### src/hdl/variable_step_sequencer_core_macros.svh
// Assertion macros shared by the variable step sequencer RTL.
`ifndef VARIABLE_STEP_SEQUENCER_CORE_MACROS_SVH
`define VARIABLE_STEP_SEQUENCER_CORE_MACROS_SVH

// A condition that holds at every clock edge out of reset.
`define VSS_ASSERT_ALWAYS(label, clk, rstn, cond, msg) \
    label: assert property (@(posedge clk) disable iff (!rstn) (cond)) \
        else $error(msg);

// A consequence that holds in the same cycle as its antecedent.
`define VSS_ASSERT_IMPLY(label, clk, rstn, ante, cons, msg) \
    label: assert property (@(posedge clk) disable iff (!rstn) (ante) |-> (cons)) \
        else $error(msg);

// A consequence that holds in the cycle after its antecedent.
`define VSS_ASSERT_NEXT(label, clk, rstn, ante, cons, msg) \
    label: assert property (@(posedge clk) disable iff (!rstn) (ante) |=> (cons)) \
        else $error(msg);

`endif

### src/hdl/vss_pkg.sv
// Shared types, constants and helpers of the variable step sequencer.
`default_nettype none

package vss_pkg;

    // Default number of duration table slots.
    localparam int unsigned STEP_SLOTS_DEF = 16;

    // Field widths.
    localparam int unsigned CFG_W     = 5;
    localparam int unsigned OP_W      = 3;
    localparam int unsigned NOW_W     = 32;
    localparam int unsigned DELTA_W   = 16;
    localparam int unsigned IDX_W     = 4;
    localparam int unsigned DUR_W     = 16;
    localparam int unsigned STEP_W    = 4;
    localparam int unsigned ELAPSED_W = 16;
    localparam int unsigned TOTAL_W   = 16;

    // Stream word widths, padded up to whole bytes.
    localparam int unsigned S_FIELDS_W = NOW_W + DELTA_W + IDX_W + DUR_W;
    localparam int unsigned S_TDATA_W  = ((S_FIELDS_W + 7) / 8) * 8;
    localparam int unsigned M_FIELDS_W = STEP_W + ELAPSED_W + TOTAL_W;
    localparam int unsigned M_TDATA_W  = ((M_FIELDS_W + 7) / 8) * 8;

    // Step count after reset.
    localparam logic [CFG_W-1:0] STEP_COUNT_RST = 5'd16;

    // Back-off window of the phase move: half the timestamp range.
    localparam logic [NOW_W-1:0] HALF_RANGE = 32'h7FFF_FFFF;

    // Quotient bits retired per cycle by the remainder unit.
    localparam int unsigned DIV_BITS_PER_CYCLE = 2;

    // Operation codes carried in the input word's user field.
    typedef enum logic [OP_W-1:0] {
        OP_ADVANCE       = 3'd0,
        OP_RESET_PHASE   = 3'd1,
        OP_SET_STEP      = 3'd2,
        OP_MOVE_PHASE    = 3'd3,
        OP_LOAD_DURATION = 3'd4
    } op_t;

    // A zero duration counts as one tick so that a walk always ends.
    function automatic logic [DUR_W-1:0] eff_dur(input logic [DUR_W-1:0] d);
        return (d == '0) ? DUR_W'(1) : d;
    endfunction

endpackage

`default_nettype wire

### src/hdl/variable_step_sequencer_core.sv
// Top level of the variable step sequencer: control sequencer around the duration table.
`default_nettype none

// The sequencer keeps the current step and the start time of that step in registers and the
// per-step durations in a single-port-read table memory. Each input word carries an operation
// in tuser and yields exactly one result word: the step, the elapsed time in the cycle and the
// cycle total. One word is worked on at a time. Every operation ends with a sweep over the n
// active table entries through the memory read port and a state that forms the result. An
// advance also walks steps, each with a read state and a compare state, sweeps the table
// once more for the cycle length and runs the remainder unit to skip whole cycles. A phase
// move adds one sweep and, while the new start lies after now, one pass through the remainder
// unit in front of that. A new word is taken while the previous result still waits in the
// output register. The table has no reset; a duration slot must be loaded before any
// operation reads it.

`include "variable_step_sequencer_core_macros.svh"

module variable_step_sequencer_core #(
    parameter int unsigned STEP_SLOTS = vss_pkg::STEP_SLOTS_DEF
) (
    input  wire logic                          aclk,
    input  wire logic                          aresetn,
    // Step count register.
    input  wire logic                          cfg_we,
    input  wire logic [vss_pkg::CFG_W-1:0]     cfg_wdata,
    // Input words.
    input  wire logic                          s_tvalid,
    output logic                               s_tready,
    // now [31:0], delta [47:32], entry_index [51:48], duration_value [67:52], zero pad
    input  wire logic [vss_pkg::S_TDATA_W-1:0] s_tdata,
    // opcode [2:0]
    input  wire logic [vss_pkg::OP_W-1:0]      s_tuser,
    // Result words.
    output logic                               m_tvalid,
    input  wire logic                          m_tready,
    // step_index [3:0], elapsed_in_cycle [19:4], cycle_total [35:20], zero pad
    output logic      [vss_pkg::M_TDATA_W-1:0] m_tdata
);

    localparam int unsigned SW    = $clog2(STEP_SLOTS);
    localparam int unsigned CW    = $clog2(STEP_SLOTS + 1);
    localparam int unsigned KW    = (CW > vss_pkg::CFG_W) ? CW : vss_pkg::CFG_W;
    localparam int unsigned TW    = vss_pkg::DUR_W + SW;
    localparam int unsigned NW    = vss_pkg::NOW_W;
    localparam int unsigned DW    = vss_pkg::DUR_W;
    localparam int unsigned M_PAD = vss_pkg::M_TDATA_W - vss_pkg::M_FIELDS_W;

    localparam int unsigned DELTA_LO = NW;
    localparam int unsigned IDX_LO   = DELTA_LO + vss_pkg::DELTA_W;
    localparam int unsigned DUR_LO   = IDX_LO + vss_pkg::IDX_W;

    typedef enum logic [2:0] {
        ST_IDLE,
        ST_WALK_RD,
        ST_WALK_EV,
        ST_SUM,
        ST_MV_NS,
        ST_MV_DIV,
        ST_DIV_WAIT,
        ST_DONE
    } state_t;

    typedef enum logic [1:0] {
        SUM_ADV,
        SUM_MOVE,
        SUM_RES
    } sum_use_t;

    typedef enum logic {
        DIV_ADV,
        DIV_MOVE
    } div_use_t;

    // Active step count, clamped to one through the number of slots.
    function automatic logic [CW-1:0] clamp_count(input logic [vss_pkg::CFG_W-1:0] sc);
        logic [KW-1:0] v;
        v = KW'(sc);
        if (v == '0) begin
            v = KW'(1);
        end else if (v > KW'(STEP_SLOTS)) begin
            v = KW'(STEP_SLOTS);
        end
        return CW'(v);
    endfunction

    // Input word fields.
    vss_pkg::op_t                 in_op;
    logic [NW-1:0]                in_now;
    logic signed [vss_pkg::DELTA_W-1:0] in_delta;
    logic [vss_pkg::IDX_W-1:0]    in_idx;
    logic [DW-1:0]                in_dur;
    logic                         in_acc;

    assign in_op    = vss_pkg::op_t'(s_tuser);
    assign in_now   = s_tdata[NW-1:0];
    assign in_delta = s_tdata[IDX_LO-1:DELTA_LO];
    assign in_idx   = s_tdata[DUR_LO-1:IDX_LO];
    assign in_dur   = s_tdata[DUR_LO+DW-1:DUR_LO];
    assign in_acc   = s_tvalid && s_tready;

    // Control state.
    state_t                     state_reg, state_next;
    sum_use_t                   sum_use_reg, sum_use_next;
    div_use_t                   div_use_reg, div_use_next;
    logic [vss_pkg::CFG_W-1:0]  count_reg, count_next;
    logic [SW-1:0]              cur_reg, cur_next;
    logic [NW-1:0]              start_reg, start_next;
    logic [CW-1:0]              sum_idx_reg, sum_idx_next;
    logic                       pend_vld_reg, pend_vld_next;
    logic                       m_valid_reg, m_valid_next;

    // Word payload and sweep accumulators.
    logic [NW-1:0]                      now_reg, now_next;
    logic signed [vss_pkg::DELTA_W-1:0] delta_reg, delta_next;
    logic [SW-1:0]                      pend_idx_reg, pend_idx_next;
    logic [TW-1:0]                      tot_reg, tot_next;
    logic [DW-1:0]                      sum16_reg, sum16_next;
    logic [DW-1:0]                      pre16_reg, pre16_next;
    logic [vss_pkg::STEP_W-1:0]         m_step_reg, m_step_next;
    logic [vss_pkg::ELAPSED_W-1:0]      m_el_reg, m_el_next;
    logic [vss_pkg::TOTAL_W-1:0]        m_tot_reg, m_tot_next;

    // Memory and remainder unit hookup.
    logic          mem_we;
    logic [SW-1:0] mem_waddr;
    logic [DW-1:0] mem_wdata;
    logic [SW-1:0] mem_raddr;
    logic [DW-1:0] mem_rdata;
    logic          div_start;
    logic [NW-1:0] div_dividend;
    logic [TW-1:0] div_divisor;
    logic          div_busy;
    logic          div_done;
    logic [TW-1:0] div_rem;

    // Shared datapath terms.
    logic [CW-1:0] n_act;
    logic [NW-1:0] el_now;
    logic [NW-1:0] mv_d;
    logic [DW-1:0] d_eff;
    logic [DW-1:0] so16;
    logic          cur_wrap;
    logic          sum_issue;
    logic [SW-1:0] cur_chk;
    logic          sweep_go;
    sum_use_t      sweep_use;

    assign n_act     = clamp_count(count_reg);
    assign el_now    = now_reg - start_reg;
    assign mv_d      = start_reg - now_reg;
    assign d_eff     = vss_pkg::eff_dur(mem_rdata);
    assign so16      = pre16_reg + el_now[DW-1:0];
    assign cur_wrap  = (CW'(cur_reg) + CW'(1)) == n_act;
    assign sum_issue = sum_idx_reg < n_act;
    assign cur_chk   = (KW'(cur_reg) >= KW'(n_act)) ? '0 : cur_reg;

    // Table loads are written as the word is taken.
    assign mem_we    = in_acc && (in_op == vss_pkg::OP_LOAD_DURATION)
                       && (KW'(in_idx) < KW'(STEP_SLOTS));
    assign mem_waddr = SW'(in_idx);
    assign mem_wdata = vss_pkg::eff_dur(in_dur);

    vss_dur_mem #(
        .STEP_SLOTS(STEP_SLOTS)
    ) u_dur_mem (
        .aclk  (aclk),
        .we    (mem_we),
        .waddr (mem_waddr),
        .wdata (mem_wdata),
        .raddr (mem_raddr),
        .rdata (mem_rdata)
    );

    vss_rem #(
        .DVS_W(TW)
    ) u_rem (
        .aclk      (aclk),
        .aresetn   (aresetn),
        .start     (div_start),
        .dividend  (div_dividend),
        .divisor   (div_divisor),
        .busy      (div_busy),
        .done      (div_done),
        .remainder (div_rem)
    );

    // Sequencer next-state logic.
    always_comb begin
        state_next    = state_reg;
        sum_use_next  = sum_use_reg;
        div_use_next  = div_use_reg;
        count_next    = count_reg;
        cur_next      = cur_reg;
        start_next    = start_reg;
        sum_idx_next  = sum_idx_reg;
        pend_vld_next = 1'b0;
        now_next      = now_reg;
        delta_next    = delta_reg;
        pend_idx_next = pend_idx_reg;
        tot_next      = tot_reg;
        sum16_next    = sum16_reg;
        pre16_next    = pre16_reg;
        m_step_next   = m_step_reg;
        m_el_next     = m_el_reg;
        m_tot_next    = m_tot_reg;
        m_valid_next  = m_valid_reg && !m_tready;
        mem_raddr     = cur_reg;
        div_start     = 1'b0;
        div_dividend  = el_now;
        div_divisor   = tot_reg;
        div_use_next  = div_use_reg;
        sweep_go      = 1'b0;
        sweep_use     = SUM_RES;

        case (state_reg)
            ST_IDLE: begin
                if (in_acc) begin
                    now_next   = in_now;
                    delta_next = in_delta;
                    case (in_op)
                        vss_pkg::OP_ADVANCE: begin
                            cur_next = cur_chk;
                            if (cur_chk != '0) begin
                                state_next = ST_WALK_RD;
                            end else begin
                                sweep_go  = 1'b1;
                                sweep_use = SUM_ADV;
                            end
                        end
                        vss_pkg::OP_RESET_PHASE: begin
                            start_next = in_now;
                            cur_next   = '0;
                            sweep_go   = 1'b1;
                        end
                        vss_pkg::OP_SET_STEP: begin
                            cur_next = (KW'(in_idx) < KW'(n_act)) ? SW'(in_idx) : '0;
                            sweep_go = 1'b1;
                        end
                        vss_pkg::OP_MOVE_PHASE: begin
                            sweep_go  = 1'b1;
                            sweep_use = SUM_MOVE;
                        end
                        default: begin
                            // Loads and unknown codes only report.
                            sweep_go = 1'b1;
                        end
                    endcase
                end
            end

            ST_WALK_RD: begin
                mem_raddr  = cur_reg;
                state_next = ST_WALK_EV;
            end

            // Take one step if its duration has gone by.
            ST_WALK_EV: begin
                if (el_now >= NW'(d_eff)) begin
                    start_next = start_reg + NW'(d_eff);
                    if (cur_wrap) begin
                        cur_next  = '0;
                        sweep_go  = 1'b1;
                        sweep_use = SUM_ADV;
                    end else begin
                        cur_next   = cur_reg + SW'(1);
                        state_next = ST_WALK_RD;
                    end
                end else begin
                    sweep_go = 1'b1;
                end
            end

            // Sweep the active entries: full cycle length, wrapped sum and prefix sum.
            ST_SUM: begin
                mem_raddr     = sum_idx_reg[SW-1:0];
                pend_vld_next = sum_issue;
                pend_idx_next = sum_idx_reg[SW-1:0];
                if (sum_issue) begin
                    sum_idx_next = sum_idx_reg + CW'(1);
                end
                if (pend_vld_reg) begin
                    tot_next   = tot_reg + TW'(d_eff);
                    sum16_next = sum16_reg + mem_rdata;
                    if (pend_idx_reg < cur_reg) begin
                        pre16_next = pre16_reg + mem_rdata;
                    end
                end
                if (!sum_issue && !pend_vld_reg) begin
                    case (sum_use_reg)
                        SUM_ADV: begin
                            div_start    = 1'b1;
                            div_dividend = el_now;
                            div_divisor  = tot_reg;
                            div_use_next = DIV_ADV;
                            state_next   = ST_DIV_WAIT;
                        end
                        SUM_MOVE: begin
                            state_next = ST_MV_NS;
                        end
                        default: begin
                            state_next = ST_DONE;
                        end
                    endcase
                end
            end

            // New step start before back-off: now minus phase minus delta.
            ST_MV_NS: begin
                start_next = now_reg - NW'(so16)
                             - {{(NW - vss_pkg::DELTA_W){delta_reg[vss_pkg::DELTA_W-1]}},
                                delta_reg};
                cur_next   = '0;
                state_next = ST_MV_DIV;
            end

            // Back off whole cycles while the start lies after now.
            ST_MV_DIV: begin
                if ((sum16_reg != '0) && (mv_d < vss_pkg::HALF_RANGE)) begin
                    div_start    = 1'b1;
                    div_dividend = mv_d;
                    div_divisor  = TW'(sum16_reg);
                    div_use_next = DIV_MOVE;
                    state_next   = ST_DIV_WAIT;
                end else begin
                    sweep_go  = 1'b1;
                    sweep_use = SUM_ADV;
                end
            end

            ST_DIV_WAIT: begin
                if (div_done) begin
                    case (div_use_reg)
                        DIV_ADV: begin
                            // Skip whole cycles, then walk the remaining steps.
                            start_next = now_reg - NW'(div_rem);
                            state_next = ST_WALK_RD;
                        end
                        default: begin
                            start_next = now_reg + NW'(div_rem) - NW'(sum16_reg);
                            sweep_go   = 1'b1;
                            sweep_use  = SUM_ADV;
                        end
                    endcase
                end
            end

            // Load the result once the output register is free.
            ST_DONE: begin
                if (!m_valid_reg || m_tready) begin
                    m_valid_next = 1'b1;
                    m_step_next  = vss_pkg::STEP_W'(cur_reg);
                    m_el_next    = so16;
                    m_tot_next   = sum16_reg;
                    state_next   = ST_IDLE;
                end
            end

            default: begin
                state_next = ST_IDLE;
            end
        endcase

        // Start a table sweep.
        if (sweep_go) begin
            state_next    = ST_SUM;
            sum_use_next  = sweep_use;
            sum_idx_next  = '0;
            pend_vld_next = 1'b0;
            tot_next      = '0;
            sum16_next    = '0;
            pre16_next    = '0;
        end

        // Step count writes must arrive only while idle; the block itself does not enforce it.
        if (cfg_we) begin
            count_next = cfg_wdata;
            if (KW'(cur_reg) >= KW'(clamp_count(cfg_wdata))) begin
                cur_next = '0;
            end
        end
    end

    // State and registered outputs.
    always_ff @(posedge aclk) begin
        if (!aresetn) begin
            state_reg    <= ST_IDLE;
            sum_use_reg  <= SUM_RES;
            div_use_reg  <= DIV_ADV;
            count_reg    <= vss_pkg::STEP_COUNT_RST;
            cur_reg      <= '0;
            start_reg    <= '0;
            sum_idx_reg  <= '0;
            pend_vld_reg <= 1'b0;
            m_valid_reg  <= 1'b0;
        end else begin
            state_reg    <= state_next;
            sum_use_reg  <= sum_use_next;
            div_use_reg  <= div_use_next;
            count_reg    <= count_next;
            cur_reg      <= cur_next;
            start_reg    <= start_next;
            sum_idx_reg  <= sum_idx_next;
            pend_vld_reg <= pend_vld_next;
            m_valid_reg  <= m_valid_next;
        end
    end

    // Payload registers.
    always_ff @(posedge aclk) begin
        now_reg      <= now_next;
        delta_reg    <= delta_next;
        pend_idx_reg <= pend_idx_next;
        tot_reg      <= tot_next;
        sum16_reg    <= sum16_next;
        pre16_reg    <= pre16_next;
        m_step_reg   <= m_step_next;
        m_el_reg     <= m_el_next;
        m_tot_reg    <= m_tot_next;
    end

    assign s_tready = (state_reg == ST_IDLE);
    assign m_tvalid = m_valid_reg;
    assign m_tdata  = {{M_PAD{1'b0}}, m_tot_reg, m_el_reg, m_step_reg};

    // The current step never leaves the active range.
    `VSS_ASSERT_ALWAYS(a_step_in_range, aclk, aresetn, KW'(cur_reg) < KW'(n_act), "step out of range")
    // Once a word is taken, the next one waits until the result is formed.
    `VSS_ASSERT_NEXT(a_one_at_a_time, aclk, aresetn, s_tvalid && s_tready, !s_tready, "second word taken")
    // Table writes happen only as a word is taken in the idle state.
    `VSS_ASSERT_IMPLY(a_load_idle, aclk, aresetn, mem_we, state_reg == ST_IDLE, "table write while busy")
    // The remainder unit is never restarted while it works.
    `VSS_ASSERT_IMPLY(a_div_free, aclk, aresetn, div_start, !div_busy, "remainder unit restarted")
    // A result appears only after the sequencer finished a word.
    `VSS_ASSERT_IMPLY(a_result_src, aclk, aresetn, $rose(m_tvalid), $past(state_reg == ST_DONE), "stray result")

endmodule

`default_nettype wire

### src/hdl/vss_dur_mem.sv
// Duration table: one write port, one read port with registered read data.
`default_nettype none

module vss_dur_mem #(
    parameter int unsigned STEP_SLOTS = vss_pkg::STEP_SLOTS_DEF
) (
    input  wire logic                          aclk,
    input  wire logic                          we,
    input  wire logic [$clog2(STEP_SLOTS)-1:0] waddr,
    input  wire logic [vss_pkg::DUR_W-1:0]     wdata,
    input  wire logic [$clog2(STEP_SLOTS)-1:0] raddr,
    output logic      [vss_pkg::DUR_W-1:0]     rdata
);

    logic [vss_pkg::DUR_W-1:0] dur_mem [STEP_SLOTS];

    // Write port.
    always_ff @(posedge aclk) begin
        if (we) begin
            dur_mem[waddr] <= wdata;
        end
    end

    // Read port with registered read data.
    always_ff @(posedge aclk) begin
        rdata <= dur_mem[raddr];
    end

endmodule

`default_nettype wire

### src/hdl/vss_rem.sv
// Iterative remainder unit: 32-bit dividend, narrow divisor, two bits a cycle.
`default_nettype none

module vss_rem #(
    parameter int unsigned DVS_W = 20
) (
    input  wire logic                      aclk,
    input  wire logic                      aresetn,
    input  wire logic                      start,
    input  wire logic [vss_pkg::NOW_W-1:0] dividend,
    input  wire logic [DVS_W-1:0]          divisor,
    output logic                           busy,
    output logic                           done,
    output logic      [DVS_W-1:0]          remainder
);

    localparam int unsigned STEPS = vss_pkg::DIV_BITS_PER_CYCLE;
    localparam int unsigned ITER  = vss_pkg::NOW_W / STEPS;
    localparam int unsigned CNT_W = $clog2(ITER);

    logic                      busy_reg, busy_next;
    logic                      done_reg, done_next;
    logic [CNT_W-1:0]          cnt_reg, cnt_next;
    logic [vss_pkg::NOW_W-1:0] quo_reg, quo_next;
    logic [DVS_W-1:0]          rem_reg, rem_next;
    logic [DVS_W-1:0]          dvs_reg, dvs_next;
    logic [DVS_W-1:0]          rem_step;
    logic [vss_pkg::NOW_W-1:0] quo_step;

    // Restoring remainder steps: shift in the next dividend bit, subtract if it fits.
    always_comb begin
        logic [DVS_W:0]          trial;
        logic [DVS_W-1:0]        r;
        logic [vss_pkg::NOW_W-1:0] q;
        r     = rem_reg;
        q     = quo_reg;
        trial = '0;
        for (int i = 0; i < STEPS; i++) begin
            trial = {r, q[vss_pkg::NOW_W-1]};
            if (trial >= {1'b0, dvs_reg}) begin
                trial = trial - {1'b0, dvs_reg};
            end
            r = trial[DVS_W-1:0];
            q = {q[vss_pkg::NOW_W-2:0], 1'b0};
        end
        rem_step = r;
        quo_step = q;
    end

    // Sequencing of the iterations.
    always_comb begin
        busy_next = busy_reg;
        done_next = 1'b0;
        cnt_next  = cnt_reg;
        quo_next  = quo_reg;
        rem_next  = rem_reg;
        dvs_next  = dvs_reg;
        if (start) begin
            busy_next = 1'b1;
            cnt_next  = '0;
            quo_next  = dividend;
            rem_next  = '0;
            dvs_next  = divisor;
        end else if (busy_reg) begin
            quo_next = quo_step;
            rem_next = rem_step;
            cnt_next = cnt_reg + CNT_W'(1);
            if (cnt_reg == CNT_W'(ITER - 1)) begin
                busy_next = 1'b0;
                done_next = 1'b1;
            end
        end
    end

    // Control registers.
    always_ff @(posedge aclk) begin
        if (!aresetn) begin
            busy_reg <= 1'b0;
            done_reg <= 1'b0;
            cnt_reg  <= '0;
        end else begin
            busy_reg <= busy_next;
            done_reg <= done_next;
            cnt_reg  <= cnt_next;
        end
    end

    // Datapath registers.
    always_ff @(posedge aclk) begin
        quo_reg <= quo_next;
        rem_reg <= rem_next;
        dvs_reg <= dvs_next;
    end

    assign busy      = busy_reg;
    assign done      = done_reg;
    assign remainder = rem_reg;

endmodule

`default_nettype wire
### config.mk
export PLATFORM = sky130hd
export DESIGN_NAME = variable_step_sequencer_core
export DESIGN_NICKNAME = d
export VERILOG_FILES = /design/src/hdl/vss_pkg.sv /design/src/hdl/variable_step_sequencer_core.sv /design/src/hdl/vss_dur_mem.sv /design/src/hdl/vss_rem.sv
export VERILOG_INCLUDE_DIRS = /design/src /design/src/hdl
export SDC_FILE = /design/constraint.sdc
export NUM_CORES = 2
export LEC_CHECK = 0
export ABC_AREA = 1
export BUFFER_PORTS_ARGS = -buffer_cell sky130_fd_sc_hd__buf_2
export CAP_MARGIN = 20
export CORE_AREA = 2 2 198 395
export CTS_CLUSTER_DIAMETER = 150
export CTS_CLUSTER_SIZE = 28
export DETAILED_ROUTE_END_ITERATION = 16
export DIE_AREA = 0 0 200 397
export GPL_TIMING_DRIVEN = 1
export HOLD_SLACK_MARGIN = 0.03
export PLACE_DENSITY = 0.71
export REMOVE_ABC_BUFFERS = 1
export SLEW_MARGIN = 40
export SYNTH_ARGS = -nofsm -noshare
export SYNTH_HDL_FRONTEND = slang
export SYNTH_SLANG_ARGS = --single-unit
### constraint.sdc
create_clock -name aclk -period 5.35 [get_ports aclk]
set_clock_uncertainty 0.1 [all_clocks]
set_input_delay 1.07 -clock aclk [delete_from_list [all_inputs] [get_ports aclk]]
set_output_delay 1.07 -clock aclk [all_outputs]
set_load 0.02 [all_outputs]
Word level (Yosys, flattened, before mapping)
Memories as Yosys holds them, arrays and structs flattened. A register that Yosys moved wholly into a read port is not among the register bits.
Cells that the tools add are included.
{"block": "totals", "regBits": 272, "ram_bits": 256, "output_inout_bits": 42, "word_cells": 207, "mem_count": 1}
{"memory": "u_dur_mem.dur_mem", "words": 16, "word_bits": 16, "read_ports": 1, "rd_clocked_by_memory_dff": 1, "write_ports": 1, "line": "vss_dur_mem.sv:15", "source": "logic [vss_pkg::DUR_W-1:0] dur_mem [STEP_SLOTS];"}
{"block": "classes", "n_addsub": 18, "magnitude_cmp": 11, "eq_ne": 36, "muxes": 78, "n_bitwise": 3, "reduce_logical": 35}
{"operator": "two-way mux 32 bit", "count": 9}
{"operator": "case mux 32 bit (4 select lines)", "count": 1}
{"operator": "subtractor 32 bit", "count": 3}
{"operator": "two-way mux 20 bit", "count": 4}
{"operator": "subtractor 32 x 16 -> 32 bit", "count": 2}
{"operator": "adder 16 bit", "count": 3}
{"operator": "greater-or-equal comparator 21 x 20 -> 1 bit", "count": 2}
{"operator": "subtractor 20 bit", "count": 2}
{"operator": "adder 32 x 16 -> 32 bit", "count": 1}
{"operator": "adder 32 x 20 -> 32 bit", "count": 1}
{"operator": "greater-or-equal comparator 32 x 16 -> 1 bit", "count": 1}
{"operator": "zero test 16 bit", "count": 2}
{"operator": "< comparator 32 x 31 -> 1 bit (second input constant)", "count": 1}
{"operator": "two-way mux 16 bit", "count": 2}
{"operator": "two-way mux 4 bit", "count": 8}
{"operator": "subtractor 32 x 20 -> 32 bit", "count": 1}
{"operator": "two-way mux 3 bit", "count": 10}
{"operator": "two-way mux 5 bit", "count": 5}
{"operator": "case mux 3 bit (8 select lines)", "count": 1}
{"operator": "case mux 4 bit (3 select lines)", "count": 2}
{"operator": "two-way mux 1 bit", "count": 22}
{"operator": "adder 20 x 16 -> 20 bit", "count": 1}
{"operator": "AND reduction 10 bit", "count": 2}
{"operator": "inequality test 3 bit (second input constant)", "count": 6}
{"operator": "other kinds (39)", "count": 89}

Logic depth before layout (Yosys ltp)
{"block": "logic_depth", "word_depth": 12, "depth_mapped": 36}

Modules after synthesis
Synthesis repeated with hierarchy kept, for this count alone.
{"block": "unflattened", "cells_unflattened": 5830, "area_unflattened_um2": 41850.1}
{"mod": "variable_step_sequencer_core", "n_inst": 1, "cells_per_inst": 3810, "area_each_um2": 24252.0}
{"mod": "vss_dur_mem", "n_inst": 1, "cells_per_inst": 1074, "area_each_um2": 11380.9}
{"mod": "vss_rem", "n_inst": 1, "cells_per_inst": 946, "area_each_um2": 6217.2}

Least setup slack after synthesis
No wires, ideal clock.
{"block": "synth_timing", "kind": "register -> register", "from": "register state_reg[0]", "to": "memory u_dur_mem.dur_mem[0][0] (netlist bit), enable pin", "setup_ns": 0.388, "arrival_time_ns": 4.882, "t_required_ns": 4.862, "slack_ns": -0.020, "stages_incl_launch_ff": 11, "path_buffers": 1, "period_less_slack_ns": 5.370, "cell_sequence": "dfxtp_1 buf_2 nor2_1 inv_1 nor2_1 inv_1 nor2_1 inv_1 nor4_1 nand3_1 nor2_1"}
{"block": "synth_between", "elab_chain_len": 5}
{"item": "start: declaration", "line": "variable_step_sequencer_core.sv:102", "source": "state_t state_reg, state_next;"}
{"item": "start signal: assignment", "line": "variable_step_sequencer_core.sv:396", "source": "state_reg <= state_next;"}
{"item": "zero test 3 bit", "line": "variable_step_sequencer_core.sv:421", "source": "assign s_tready = (state_reg == ST_IDLE);"}
{"item": "named net s_tready", "line": "variable_step_sequencer_core.sv:28", "source": "output logic s_tready,"}
{"item": "logical AND 1 bit", "line": "variable_step_sequencer_core.sv:99", "source": "assign in_acc = s_tvalid && s_tready;"}
{"item": "logical AND 1 bit", "line": "variable_step_sequencer_core.sv:158", "source": "assign mem_we = in_acc && (in_op == vss_pkg::OP_LOAD_DURATION)"}
{"item": "two-way mux 1 bit", "line": "vss_dur_mem.sv:19", "source": "if (we) begin"}
{"item": "two-way mux 1 bit (not written as such)", "line": "vss_dur_mem.sv:20", "source": "dur_mem[waddr] <= wdata;"}
{"item": "end: declaration", "line": "vss_dur_mem.sv:15"}
The timed path passes the listed nets, and every way through them passes these cells.

Worst setup path in the final report
{"block": "layout_timing", "from": "register now_reg[0]", "to": "register start_reg[20]"}
{"block": "layout_between", "elab_chain_len": 5}
{"item": "start: declaration", "line": "variable_step_sequencer_core.sv:113", "source": "logic [NW-1:0] now_reg, now_next;"}
{"item": "start signal: assignment", "line": "variable_step_sequencer_core.sv:410", "source": "now_reg <= now_next;"}
{"item": "subtractor 32 bit", "line": "variable_step_sequencer_core.sv:149", "source": "assign el_now = now_reg - start_reg;"}
{"item": "adder 16 bit", "line": "variable_step_sequencer_core.sv:152", "source": "assign so16 = pre16_reg + el_now[DW-1:0];"}
{"item": "named net so16[14]", "line": "variable_step_sequencer_core.sv:141", "source": "logic [DW-1:0] so16;"}
{"item": "subtractor 32 x 16 -> 32 bit", "line": "variable_step_sequencer_core.sv:309", "source": "start_next = now_reg - NW'(so16)"}
{"item": "subtractor 32 bit", "line": "variable_step_sequencer_core.sv:310", "source": "- {{(NW - vss_pkg::DELTA_W){delta_reg[vss_pkg::DELTA_W-1]}},"}
{"item": "case mux 32 bit (4 select lines)", "line": "variable_step_sequencer_core.sv:215", "source": "case (state_reg)"}
{"item": "end signal: assignment", "line": "variable_step_sequencer_core.sv:401", "source": "start_reg <= start_next;"}
{"item": "end: declaration", "line": "variable_step_sequencer_core.sv:107", "source": "logic [NW-1:0] start_reg, start_next;"}
The timed path passes the listed nets, and every way through them passes these cells. The select of a mux whose other input is x is not followed.
A chain may end at the register's enable or synchronous reset.

==> flow_summary.yaml <==
setup_path:
  startpoint: "now_reg[0]$_DFFE_PP_"
  cp.arrival_ns: 6.12
  crit_buf_inv: 6
  cp_data_required_time_ns: 5.78
  cp_top_family: "adder cells"
  critPathMaxFanout: 4
  critPathKind: "flip-flop to flip-flop"
  rr_startpoint: "now_reg[0]$_DFFE_PP_"
  end_kind: "flip-flop"
  ff2ff_setup_slack_ns: -0.34
  start_kind: "flip-flop"
  critPathMaxStageDelay_ns: 0.57
  slowest_stage: "fa_2"
floorplan:
  die_h_um: 397
  die_x_um: 200
  placementRows: 144
  start_util_pct: 51.5
  die_area_um2: 79400
  core_um2: 76600
  num_io_pins: 127
timing:
  slew_headroom_pct: 42.5
  maxSlewViolCount: 0
  post-route-period-util_pct: 106
  finalWorstSetupSlack_ns: -0.338
  hold_ws_ns: 0.376
  setup_viol: 18
  final.setup.tns_ns: -3.52
  grt_setup_unrepaired: "true"
  finalHoldViolations: 0
  fin_crit_ns: 5.69
  tightest_slew_ns: 0.860
  max_freq_mhz: 176
grt:
  antenna_found_initial: 5
  track_usage_pct: 34.5
  grt_max_degree: 77
  grt_pass1_vias: 35630
  grt_pass1_wl_mm: 207
  grt_overflow_total: 0
layout:
  regMostFlops: "u_dur_mem.dur_mem"
  largest_register_ffs: 256
  drive_gt1_share_pct: 13.9
  nNetsFinal: 5907
  fin_area_um2: 45200
  syn_to_final_growth_pct: 14.6
power:
  p_switching_mw: 16.5
  pwr-share-clk_pct: 7.0
  p_leak_nw: 20.0
  switching_share_pct: 52.0
  power_density_nw_per_um2: 703
  irDropWorstVdd_uv: 967
  pwr-share-comb_pct: 75.6
  intPower_mw: 15.2
  power.total_mw: 31.7
  seq_power_share_pct: 17.5
logic_synthesis:
  synth_cell_types: 63
  ys.warnings.count: 0
  syn_area_per_cell_um2: 7.68
  async_flop_share_pct: 0
  synth-main-ff-cell: "edfxtp_1"
  synth.yosys.seq_area_share_pct: 37.7
  syn_area_um2: 39400
  syn_inst: 5135
  synth_edf_count: 396
  synth_seq_cells: 544
placement:
  placed_area_um2: 43000
  io_buffers: 118
  dp_hpwl_mm: 106
  pre_cts_ws_ns: -0.774
  routabilityCongestion: 1.01
worst_hold_path:
  min_path_type: "flip-flop to flip-flop"
  worstHoldStart: "tot_reg[18]$_SDFFE_PP0P_"
cts:
  cts_buffers: 23
  cts_buffer_depth: 3
  clock_latency_ns: 0.64
  clockRootBuffer: "clkbuf_16"
  clock-sinks: 544
  htree_levels: 1
  clkSlewWorstSetupHoldPaths_ns: 0.12
  tritoncts: "yes"
  hold_buffers: 0
route:
  vias: 37450
  routedWlPerCell_um: 21.3
  final_antenna_net_count: 0
  drcViolationCount: 0
  dr.first_iter.drc_count: 3443
  via_per_inst: 5.77
  wl_mm: 138
  dr.pass1.iters: 6
run_status:
  outcome: "finished with violations"
  violations: "negative setup slack"
run:
  drv_cap: 0
## per-layer routing
| layer | share of wire (%) | vias up | GRT usage, % |
|---|---|---|---|
| met3 | 8.2 | 336 | 4.45 |
| met2 | 45 | 1592 | 54.6 |
| met5 | 0.017 | - | 0 |
| li1 | - | 17924 | - |
| met4 | 5.9 | 4 | 17.0 |
| met1 | 41 | 17594 | 46.3 |
## Yosys cell counts, types with 17 or more instances
cell	number	area [um2]
nand2_1	1104	4140
a31oi_1	18	113
a21oi_1	450	2250
buf_2	27	135
o22ai_1	35	219
a21boi_0	17	128
a21o_1	21	158
xor2_1	77	674
dfxtp_1	148	2960
nor3_1	48	240
ha_1	332	4150
nor4_1	22	138
o211ai_1	37	278
nor2_1	469	1760
o21ai_1	21	105
or2_2	20	125
nand4_1	60	375
o21bai_1	17	128
edfxtp_1	396	11900
inv_1	699	2620
clkbuf_1	120	450
o21ai_0	447	2240
o221ai_1	54	473
o21a_1	21	158
fa_1	42	841
xnor2_1	40	350
nand3_1	264	1320
## repair_timing
item,CTS,global route
endpoints found under the hold margin,0,0
pin swaps,39,83
setup buffers,22,26
gates cloned,0,0
endpoints found under the setup margin,21,28
resized for setup,139,137
## worst paths after layout
path                            cells past startpoint                          to
worst max-delay path                               34  start_reg[20]$_SDFFE_PN0P_
worst min-delay path                                2    tot_reg[18]$_SDFFE_PP0P_
worst max register to register                     34  start_reg[20]$_SDFFE_PN0P_
worst min register to register                      2    tot_reg[18]$_SDFFE_PP0P_
## cell usage in the layout, fill, tap and decap left out, types with 17 or more instances in the layout
cell type	netlist	final
nor3_1	48	45
xnor2_1	40	39
o22ai_1	35	35
ha_1	332	305
nor2_1	469	441
inv_2	10	26
nor4_1	22	17
nand2_1	1104	1070
ha_4	0	24
nand4_1	60	60
edfxtp_1	396	396
nand2_2	6	33
nand3_2	2	17
xor2_1	77	62
or2_2	20	17
dfxtp_1	148	145
fa_1	42	39
o21ai_1	21	31
a31oi_1	18	17
o21a_1	21	20
clkbuf_16	0	23
nand3_1	264	245
a21oi_2	0	27
a21oi_1	450	416
a21o_1	21	21
o21ai_0	447	419
o221ai_1	54	54
buf_2	27	118
o211ai_1	37	37
nor2_2	11	33
inv_1	699	680
buf_4	8	317
## cell families after synthesis
| group | share of synthesized area [%] |
|---|---|
| xor gates and xnor gates | 2.60 |
| and+or+nand+nor | 21.5 |
| buffers and inverters | 8.66 |
| other | 0.00951 |
| adders and majority gates | 12.7 |
| DFF | 37.7 |
| AOI/OAI and AO/OA | 16.9 |
## layout make-up
cell class	instances	area (um2)
fillers	6950	31400
multi-input cells	3712	22400
flip-flops and latches	544	14900
repair buffers	454	3240
inverters	713	2680
well taps	1022	1280
clock buffers	38	632
clock inverters	3	40.0
diodes	2	5.00
## power by group through the flow
| stage | logic [mW] | clock network [mW] | registers [mW] |
|---|---|---|---|
| global route | 26.0 | 2.36 | 5.58 |
| detailed placement | 20.1 | 0 | 5.61 |
| CTS | 21.8 | 2.24 | 5.51 |
| floorplan | 12.0 | 0 | 5.50 |
| finish | 24.0 | 2.21 | 5.54 |
| global placement | 19.8 | 0 | 5.60 |
## stage by stage
step | util, % | instances
after global routing | 59.0 | 6487
after global placement | 56.0 | 6404
final | 59.0 | 6488
after CTS | 58.0 | 6468
after detailed placement | 56.1 | 6406
after floorplan | - | 4969
## worst register-to-register path, delay by kind of cell (launching register included)
kind | cells | cell delay, ns
AO/OA/AOI/OAI | 6 | 0.69
XOR/XNOR | 2 | 0.58
flip-flops | 1 | 0.43
AND/OR/NAND/NOR | 15 | 1.49
buffers and inverters | 6 | 0.60
adder cells (fa/ha/maj) | 5 | 1.69
Note: power is estimated with default switching activity, not from simulation.
